File: config.mk
export PLATFORM = sky130hd
export DESIGN_NAME = json_string_unescape
export DESIGN_NICKNAME = d
export VERILOG_FILES = /design/src/design/jsu_pkg.sv /design/src/design/jsu_parse.sv /design/src/design/json_string_unescape.sv
export SDC_FILE = /design/constraint.sdc
export NUM_CORES = 1
export LEC_CHECK = 0
export BUFFER_PORTS_ARGS = -buffer_cell sky130_fd_sc_hd__buf_2
export CORE_UTILIZATION = 40
export CTS_CLUSTER_DIAMETER = 80
export CTS_CLUSTER_SIZE = 30
export DETAILED_ROUTE_END_ITERATION = 6
export PLACE_DENSITY = 0.62
export SYNTH_ARGS = -nofsm -noshare
export SYNTH_HDL_FRONTEND = slang
export SYNTH_SLANG_ARGS = --single-unit
File: constraint.sdc
create_clock -name clk -period 4.9 [get_ports clk]
set_input_delay 0.98 -clock clk [delete_from_list [all_inputs] [get_ports clk]]
set_output_delay 0.98 -clock clk [all_outputs]
set_load 0.01 [all_outputs]
File: src/design/jsu_pkg.sv
// jsu_pkg: shared types, codes and character helpers for the json string unescaper
`timescale 1ns / 1ps
package jsu_pkg;

  // parse phase
  typedef enum logic [2:0] {
    PH_QUOTE  = 3'd0,
    PH_STRING = 3'd1,
    PH_ESCAPE = 3'd2,
    PH_HEX    = 3'd3,
    PH_HEXBAD = 3'd4
  } phase_t;

  // result status codes
  localparam logic [2:0] ST_DATA    = 3'd0;
  localparam logic [2:0] ST_DONE    = 3'd1;
  localparam logic [2:0] ST_NOQUOTE = 3'd2;
  localparam logic [2:0] ST_BADESC  = 3'd3;
  localparam logic [2:0] ST_BADUNI  = 3'd4;
  localparam logic [2:0] ST_UNTERM  = 3'd5;

  // configuration register indexes
  localparam logic CFG_EXPECT_QUOTE = 1'b0;
  localparam logic CFG_DECODE_EN    = 1'b1;

  // characters
  localparam logic [7:0] CH_QUOTE = 8'h22;
  localparam logic [7:0] CH_BSLASH = 8'h5C;
  localparam logic [7:0] CH_U = 8'h75;
  localparam logic [7:0] CH_SPACE = 8'h20;

  typedef struct packed {
    phase_t      phase;
    logic [1:0]  hex_cnt;
    logic [15:0] code_point;
  } parse_state_t;

  // results caused by one input byte, entry 0 first
  typedef struct packed {
    logic [1:0]      cnt;
    logic [2:0][7:0] data;
    logic [2:0][2:0] status;
  } result_grp_t;

  // whitespace skipped before the opening quote
  function automatic logic is_space(input logic [7:0] c);
    return (c == CH_SPACE) || (c >= 8'h09 && c <= 8'h0D);
  endfunction

  // {valid, nibble}
  function automatic logic [4:0] hex_value(input logic [7:0] c);
    logic [4:0] r;
    r = 5'd0;
    if (c >= 8'h30 && c <= 8'h39) r = {1'b1, 4'(c - 8'h30)};
    else if (c >= 8'h61 && c <= 8'h66) r = {1'b1, 4'(c - 8'h57)};
    else if (c >= 8'h41 && c <= 8'h46) r = {1'b1, 4'(c - 8'h37)};
    return r;
  endfunction

  // {valid, mapped byte} for single-letter escapes
  function automatic logic [8:0] escape_map(input logic [7:0] c);
    logic [8:0] r;
    case (c)
      8'h62:   r = {1'b1, 8'h08};
      8'h74:   r = {1'b1, 8'h09};
      8'h6E:   r = {1'b1, 8'h0A};
      8'h66:   r = {1'b1, 8'h0C};
      8'h72:   r = {1'b1, 8'h0D};
      8'h22:   r = {1'b1, 8'h22};
      8'h2F:   r = {1'b1, 8'h2F};
      8'h5C:   r = {1'b1, 8'h5C};
      default: r = 9'd0;
    endcase
    return r;
  endfunction

endpackage

File: src/design/jsu_parse.sv
// jsu_parse: next-state and result logic for one raw byte
`timescale 1ns / 1ps
module jsu_parse (
  input  logic                 expect_quote,
  input  logic                 decode_en,
  input  logic [7:0]           c,
  input  logic                 eos,
  input  jsu_pkg::parse_state_t cur,
  output jsu_pkg::parse_state_t nxt,
  output jsu_pkg::result_grp_t  grp
);
  import jsu_pkg::*;

  always_comb begin
    parse_state_t idle_st;
    logic [4:0]   hv;
    logic [8:0]   em;
    logic [15:0]  cp_new;
    phase_t       ph_new;

    idle_st.phase      = expect_quote ? PH_QUOTE : PH_STRING;
    idle_st.hex_cnt    = 2'd0;
    idle_st.code_point = 16'd0;
    hv     = hex_value(c);
    em     = escape_map(c);
    cp_new = {cur.code_point[11:0], hv[3:0]};
    ph_new = (!hv[4] && decode_en) ? PH_HEXBAD : cur.phase;

    nxt = cur;
    grp = '0;

    case (cur.phase)
      // inside the string
      PH_STRING: begin
        if (eos) begin
          grp.cnt = 2'd1; grp.status[0] = ST_UNTERM; nxt = idle_st;
        end else if (c == CH_BSLASH) begin
          nxt.phase = PH_ESCAPE;
        end else if (c == CH_QUOTE) begin
          grp.cnt = 2'd1; grp.status[0] = ST_DONE; nxt = idle_st;
        end else if (decode_en) begin
          grp.cnt = 2'd1; grp.data[0] = c; grp.status[0] = ST_DATA;
        end
      end
      // letter after a backslash
      PH_ESCAPE: begin
        if (eos) begin
          grp.cnt = 2'd1; grp.status[0] = ST_UNTERM; nxt = idle_st;
        end else if (c == CH_U) begin
          nxt.phase = PH_HEX; nxt.hex_cnt = 2'd0; nxt.code_point = 16'd0;
        end else if (!em[8]) begin
          grp.cnt = 2'd1; grp.status[0] = ST_BADESC; nxt = idle_st;
        end else begin
          if (decode_en) begin
            grp.cnt = 2'd1; grp.data[0] = em[7:0]; grp.status[0] = ST_DATA;
          end
          nxt.phase = PH_STRING;
        end
      end
      // four digits after \u
      PH_HEX, PH_HEXBAD: begin
        if (eos) begin
          grp.cnt = 2'd1; grp.status[0] = ST_BADUNI; nxt = idle_st;
        end else if (cur.hex_cnt != 2'd3) begin
          nxt.phase      = ph_new;
          nxt.hex_cnt    = cur.hex_cnt + 2'd1;
          nxt.code_point = cp_new;
        end else if (ph_new == PH_HEXBAD) begin
          grp.cnt = 2'd1; grp.status[0] = ST_BADUNI; nxt = idle_st;
        end else begin
          if (decode_en) begin
            if (cp_new < 16'h0080) begin
              grp.cnt = 2'd1;
              grp.data[0] = cp_new[7:0];
            end else if (cp_new < 16'h0800) begin
              grp.cnt = 2'd2;
              grp.data[0] = {3'b110, cp_new[10:6]};
              grp.data[1] = {2'b10, cp_new[5:0]};
            end else begin
              grp.cnt = 2'd3;
              grp.data[0] = {4'b1110, cp_new[15:12]};
              grp.data[1] = {2'b10, cp_new[11:6]};
              grp.data[2] = {2'b10, cp_new[5:0]};
            end
          end
          nxt.phase = PH_STRING; nxt.hex_cnt = 2'd0; nxt.code_point = 16'd0;
        end
      end
      // awaiting opening quote, also unused codes
      default: begin
        if (eos) begin
          grp.cnt = 2'd1; grp.status[0] = ST_NOQUOTE; nxt = idle_st;
        end else if (is_space(c)) begin
          nxt = cur;
        end else if (c == CH_QUOTE) begin
          nxt.phase = PH_STRING; nxt.hex_cnt = 2'd0; nxt.code_point = 16'd0;
        end else begin
          grp.cnt = 2'd1; grp.status[0] = ST_NOQUOTE; nxt = idle_st;
        end
      end
    endcase
  end

endmodule

File: src/design/json_string_unescape.sv
// json_string_unescape: top level, input register, parse state and result buffer
// An input beat passes through the input register and then the result buffer before its first result beat.
// One input byte is taken per cycle while the result buffer is free; a \u escape yielding 2 or 3 UTF-8 bytes
// holds the input side while the result buffer drains.
// Results leave one beat per cycle while out_tready is high, from a 3-entry result buffer.
// Reset (rst_n low, synchronous): buffers empty, expect_open_quote = 1,
// decode_enable = 1, parser awaiting the opening quote.
`timescale 1ns / 1ps
module json_string_unescape (
  input  logic       clk,
  input  logic       rst_n,
  // input stream
  input  logic       in_tvalid,
  output logic       in_tready,
  input  logic [7:0] in_tdata,   // [7:0] in_byte
  input  logic       in_tlast,   // end_of_stream
  // result stream
  output logic       out_tvalid,
  input  logic       out_tready,
  output logic [7:0] out_tdata,  // [7:0] out_byte
  output logic [2:0] out_tuser,  // [2:0] status
  output logic       out_tlast,  // last
  // configuration
  input  logic       cfg_wr_en,
  input  logic       cfg_addr,
  input  logic       cfg_wr_data
);
  import jsu_pkg::*;

  logic         in_vld_r;
  logic [7:0]   in_byte_r;
  logic         in_eos_r;
  logic         expect_r;
  logic         decode_r;
  parse_state_t st_r, st_nxt, st_step;
  result_grp_t  grp_r, grp_nxt, grp_step;
  logic         out_fire;
  logic         grp_free;
  logic         step;

  // handshake
  assign out_fire  = out_tvalid && out_tready;
  assign grp_free  = (grp_r.cnt == 2'd0) || ((grp_r.cnt == 2'd1) && out_fire);
  assign step      = in_vld_r && grp_free;
  assign in_tready = !in_vld_r || step;

  assign out_tvalid = grp_r.cnt != 2'd0;
  assign out_tdata  = grp_r.data[0];
  assign out_tuser  = grp_r.status[0];
  assign out_tlast  = grp_r.cnt == 2'd1;

  jsu_parse u_parse (
    .expect_quote (expect_r),
    .decode_en    (decode_r),
    .c            (in_byte_r),
    .eos          (in_eos_r),
    .cur          (st_r),
    .nxt          (st_step),
    .grp          (grp_step)
  );

  // parser state, restarted by a register write
  always_comb begin
    st_nxt = st_r;
    if (cfg_wr_en) begin
      st_nxt.hex_cnt    = 2'd0;
      st_nxt.code_point = 16'd0;
      if (cfg_addr == CFG_EXPECT_QUOTE) begin
        st_nxt.phase = cfg_wr_data ? PH_QUOTE : PH_STRING;
      end else begin
        st_nxt.phase = expect_r ? PH_QUOTE : PH_STRING;
      end
    end else if (step) begin
      st_nxt = st_step;
    end
  end

  // result buffer: load a new group or shift out the head
  always_comb begin
    grp_nxt = grp_r;
    if (step) begin
      grp_nxt = grp_step;
    end else if (out_fire) begin
      grp_nxt.cnt       = grp_r.cnt - 2'd1;
      grp_nxt.data[0]   = grp_r.data[1];
      grp_nxt.data[1]   = grp_r.data[2];
      grp_nxt.status[0] = grp_r.status[1];
      grp_nxt.status[1] = grp_r.status[2];
    end
  end

  always_ff @(posedge clk) begin
    if (!rst_n) begin
      in_vld_r   <= 1'b0;
      expect_r   <= 1'b1;
      decode_r   <= 1'b1;
      st_r       <= '{phase: PH_QUOTE, hex_cnt: 2'd0, code_point: 16'd0};
      grp_r      <= '0;
    end else begin
      if (in_tready) in_vld_r <= in_tvalid;
      if (cfg_wr_en && cfg_addr == CFG_EXPECT_QUOTE) expect_r <= cfg_wr_data;
      if (cfg_wr_en && cfg_addr == CFG_DECODE_EN) decode_r <= cfg_wr_data;
      st_r  <= st_nxt;
      grp_r <= grp_nxt;
    end
  end

  // payload registers
  always_ff @(posedge clk) begin
    if (in_tvalid && in_tready) begin
      in_byte_r <= in_tdata;
      in_eos_r  <= in_tlast;
    end
  end

  // a held input byte blocks the input side only while the buffer is busy
  assert property (@(posedge clk) disable iff (!rst_n)
    !in_tready |-> (in_vld_r && !grp_free))
    else $error("input stalled without a pending byte");

  // the final beat of a group empties the buffer unless a new byte steps in
  assert property (@(posedge clk) disable iff (!rst_n)
    (out_fire && out_tlast && !step) |=> (grp_r.cnt == 2'd0))
    else $error("result buffer not empty after last beat");

  // only data beats carry a byte
  assert property (@(posedge clk) disable iff (!rst_n)
    (out_tvalid && out_tuser != ST_DATA) |-> (out_tdata == 8'd0 && out_tlast))
    else $error("status beat carries data or is not last");

  // a register write restarts the hex gathering
  assert property (@(posedge clk) disable iff (!rst_n)
    cfg_wr_en |=> (st_r.hex_cnt == 2'd0 && st_r.code_point == 16'd0))
    else $error("parser not restarted by register write");

endmodule

== Word-level counts from Yosys, hierarchy flattened ==
Cells that the tools add are included.

* Flip-flop bits (word level): 62
* Bits in latches: 0
* Bits in writable memories: 0
* Memory bits (read-only): 0
* Bits of input ports: 16
* Output and inout bits: 14
* Word-level logic and storage cells: 154
* Memories: 0

* Add/sub/neg operators: 5
* $mul: 0
* Div/mod/pow operators: 0
* Order comparisons: 10
* Equality and inequality tests: 23
* Shift operators: 0
* Multiplexer cells: 77
* Bitwise gates (word level): 2
* Reductions and logical operators: 24

{| class="wikitable"
|+ Operators with widths
! cell !! number
|-
| $mux W21 || 10
|-
| $mux W8 || 10
|-
| $pmux W9 S8 || 1
|-
| $mux W16 || 4
|-
| $pmux W21 S3 || 1
|-
| $eq A8 B7 Y1 const B || 7
|-
| $mux W26 || 2
|-
| $mux W24 || 2
|-
| $mux W3 || 13
|-
| $mux W19 || 2
|-
| $mux W18 || 2
|-
| $mux W2 || 13
|-
| $eq A8 B6 Y1 const B || 3
|-
| $pmux W8 S3 || 1
|-
| $ge A8 B7 Y1 const B || 2
|-
| $le A8 B7 Y1 const B || 2
|-
| $lt A16 B12 Y1 const B || 1
|-
| $lt A16 B8 Y1 const B || 1
|-
| $mux W5 || 3
|-
| $mux W14 || 1
|-
| $logic_and A1 B1 Y1 || 11
|-
| $mux W1 || 10
|-
| $pmux W3 S3 || 1
|-
| $ge A8 B4 Y1 const B || 1
|-
| 27 further kinds || 37
|}

== Logic depth before layout (Yosys ltp) ==
* Depth in word-level cells: 15
* Mapped depth: 10
* Depth with buffers taken out: 8

== By module ==
From an unflattened synthesis, not the netlist that was laid out.

* Cells, all modules: 545
* Area total of the unflattened synthesis: 4390.5 um^2

{| class="wikitable"
|+ Modules (own cells, without submodules)
! module !! times used !! cells an instance !! area an instance (um^2)
|-
| json_string_unescape || 1 || 316 || 2831.5
|-
| jsu_parse || 1 || 229 || 1559.0
|}

== Least setup slack after synthesis ==
OpenSTA, ideal clock, no wires.

* Path kind: input to output
* Start: in out_tready
* End: out in_tready
* Arrival: 1390 ps
* Slack: 2530 ps
* Cell stages on the path: 2
* Path buffers: 0
* Path through: a21oi_1 nand2_1

* Cells in the longest elaborated chain, start to end: 5

{| class="wikitable"
|+ Ends and longest elaborated chain
! what !! RTL line !! text
|-
| start: declaration || json_string_unescape.sv:19 || <nowiki>input logic out_tready,</nowiki>
|-
| $logic_and A1 B1 Y1 || json_string_unescape.sv:42 || <nowiki>assign out_fire = out_tvalid && out_tready;</nowiki>
|-
| $logic_and A1 B1 Y1 || json_string_unescape.sv:43 || <nowiki>assign grp_free = (grp_r.cnt == 2'd0) || ((grp_r.cnt == 2'd1) && out_fire);</nowiki>
|-
| $logic_or A1 B1 Y1 || json_string_unescape.sv:43 ||
|-
| $logic_and A1 B1 Y1 || json_string_unescape.sv:44 || <nowiki>assign step = in_vld_r && grp_free;</nowiki>
|-
| $logic_or A1 B1 Y1 || json_string_unescape.sv:45 || <nowiki>assign in_tready = !in_vld_r || step;</nowiki>
|-
| end: declaration || json_string_unescape.sv:14 || <nowiki>output logic in_tready,</nowiki>
|}

No other way between the ends.

== Worst setup path in the final report ==
Same ends and word-level chain as after synthesis.

==> flow_metrics.tcl <==
set metrics [dict create \
    initial_core_util 0.414 \
    antenna_found_initial 0 \
    die_w_um 97.3 \
    cts.repair.resized 0 \
    drive_above_1_share 0.136 \
    maxCapViolations 0 \
    crit_arrival_ns 1.73 \
    rsz0062_at_grt "no" \
    cts-root-buf "clkbuf_8" \
    setup_viol 0 \
    synth_top_area_share 0.259 \
    port_buffers 29 \
    clock_path_buffers 2 \
    numCtsBuffers 5 \
    gr-usage-all-layers 0.204 \
    wl_mm 9.63 \
    syn_nets 450 \
    period_minus_slack_ns 2.71 \
    coreArea_um2 8760 \
    io_pins 30 \
    hold_path.class "reg2reg" \
    swShare 0.323 \
    slew_headroom 0.278 \
    fin_crit_sh 0.552 \
    synth_async_sr_flop_share 0 \
    cts.clk_slew.worst_paths_ns 0.10 \
    drc 0 \
    grt_pass1_wl_mm 15.7 \
    area_delta_synth_final_pct 4.79 \
    final_cells 534 \
    clkPwrFrac 0.273 \
    cts_tree "done" \
    powerDensity_nw_per_um2 286 \
    layout.nets 449 \
    fp-row-count 34 \
    ant_nets 0 \
    hold_buffers 0 \
    drtIter0Drc 262 \
    hold_viol_final 0 \
    place_hpwl_mm 6.86 \
    finalClockSkew_ns 0.00803 \
    synthTopCellsByArea "dfxtp_1 (26%), edfxtp_1 (7.4%), mux2i_1 (5.0%)" \
    critPathKind "in2out" \
    yosys_warnings 0 \
    die_y_um 97.3 \
    wl_per_cell_um 18.0 \
    dieArea_um2 9460 \
    ys_seq_elements 56 \
    syn_avg_cell_area_um2 8.52 \
    clock.fmax_ghz 0.369 \
    routed_via_density 6.06 \
    synth_cells 426 \
    gr-total-overflow 0 \
    slew_viol_final 0 \
    netlist_area_um2 3630 \
    synth_area_leader_cell "dfxtp_1" \
    cp-end-kind "output pin" \
    p_leak_nw 1.45 \
    dr.pass1.iters 5 \
    cp.required_ns 3.92 \
    fin_setup_tns_ns 0 \
    placed_cells 526 \
    synth_top_flop_cell "dfxtp_1" \
    htreeDepth 2 \
    worst_slew_pin_slew_ns 1.08 \
    peakVddDrop_mv 0.115 \
    antenna_cells 0 \
    synth-edff-count 9 \
    worstRegToRegCells 8 \
    clock_sinks 56 \
    clock_latency_ns 0.32 \
    switching_power_mw 0.352 \
    ys_seq_area_frac 0.334 \
    synthDistinctLibCells 71 \
    grt_pass1_vias 3054 \
    vias 3236 \
    seqPwrFrac 0.499 \
    start_kind "primary input" \
    critPathMaxFanout 5 \
    cts_setup_buffers 0 \
    grt_max_degree 34 \
    finalWeightedCongestion 0.888 \
    intPower_mw 0.736 \
    status "finished clean" \
    pwr-share-comb 0.228 \
    hold-path-cell-count 2 \
]
## final timing paths
path,slack [ns],from,to
worst max-delay path,2.19,out_tready,in_tready
worst min-delay path,0.46,out_tuser[2],out_tuser[2]
worst max register to register,2.23,in_byte_r[1],grp_r[19]
worst min register to register,0.46,out_tuser[2],out_tuser[2]
## area by class of cell
class | instances | area [µm²]
clock buffers | 7 | 97.6
clock inverters | 1 | 8.76
fillers | 895 | 4960
inverters | 7 | 26.3
multi-input cells | 322 | 2150
flip-flops and latches | 56 | 1210
well taps | 108 | 135
repair buffers | 33 | 175
## synthesized netlist by cell type, types with 3 or more instances
cell       n
nand3_1   29
o21ai_0   19
nand2_1   47
o21bai_1   3
clkbuf_1  15
nor4_1     3
buf_4     14
and3_1     4
ha_1       8
nand4b_1   3
nand2b_1   7
nor3_1     7
dfxtp_1   47
o21ai_1    5
a21oi_1   31
inv_1      7
o221ai_1   3
a221oi_1   8
a22oi_1    8
nand3b_1   3
nor3b_1    3
and2_1     5
nor2b_1   14
a31oi_1   10
buf_2     10
o211ai_1   6
edfxtp_1   9
or3b_1     4
mux2i_1   18
nor2_1    22
## power groups by stage
stage | clock network [mW] | logic (mW) | registers, mW
floorplan | 0 | 0.215 | 0.528
global placement | 0 | 0.241 | 0.553
detailed placement | 0 | 0.246 | 0.552
CTS | 0.305 | 0.247 | 0.542
global route | 0.323 | 0.274 | 0.548
finish | 0.297 | 0.248 | 0.543
## per-stage QoR
step                      hold slack [ns]  setup WS [ns]  power, mW   util  instance area (µm²)
after floorplan                     0.431           2.53      0.743      -                 3630
after global placement              0.436           2.16      0.794  0.422                 3700
after detailed placement            0.449           2.16      0.798  0.422                 3700
after CTS                           0.462           2.19       1.09  0.434                 3800
after global routing                0.494           2.06       1.14  0.434                 3800
final                               0.458           2.19       1.09  0.434                 3800
## worst max-delay path, stage by stage
cell	delay (ns)
buf_2	0.11
a21oi_1	0.32
nand2_1	0.15
buf_2	0.16
## cells by family (layout without fill, tap and decap cells)
logic type	Yosys count	after routing	share of synthesized area
AND/OR/NAND/NOR	171	171	0.267
AO/OA/AOI/OAI	120	120	0.234
flip-flops	56	56	0.334
buffers and inverters	48	48	0.0741
multiplexers	20	20	0.0558
adder cells (fa/ha/maj)	9	9	0.0303
XOR/XNOR	2	2	0.00483
## per-layer routing
metal,up-vias,GRT usage,share of wire,wire (µm)
li1,1560,-,-,-
met1,1552,0.275,0.46,4450
met2,103,0.324,0.46,4390
met3,21,0.0388,0.058,560
met4,0,0.0701,0.024,229
met5,-,0,0,0
## cells in the final DEF, fill, tap and decap left out, types with 4 or more instances in the layout
cell	n
o211ai_1	6
nor3_1	7
buf_2	29
a21oi_1	31
o21ai_1	5
mux2i_1	18
nand2b_1	7
and2_1	5
and3_1	4
nor2_1	22
a31oi_1	10
nor2b_1	14
ha_1	8
nand3_1	29
dfxtp_1	47
edfxtp_1	9
or3b_1	4
o21ai_0	19
buf_4	4
clkbuf_8	5
nand2_1	47
a22oi_1	8
a221oi_1	8
inv_1	7
## sequential cells by signal (all words and copies together) (netlist names)
register	cells
st_r	17
grp_r	16
in_byte_r	8
out_tdata	8
out_tuser	3
decode_r	1
expect_r	1
in_eos_r	1
in_vld_r	1
Note: power is estimated with default switching activity, not from simulation.
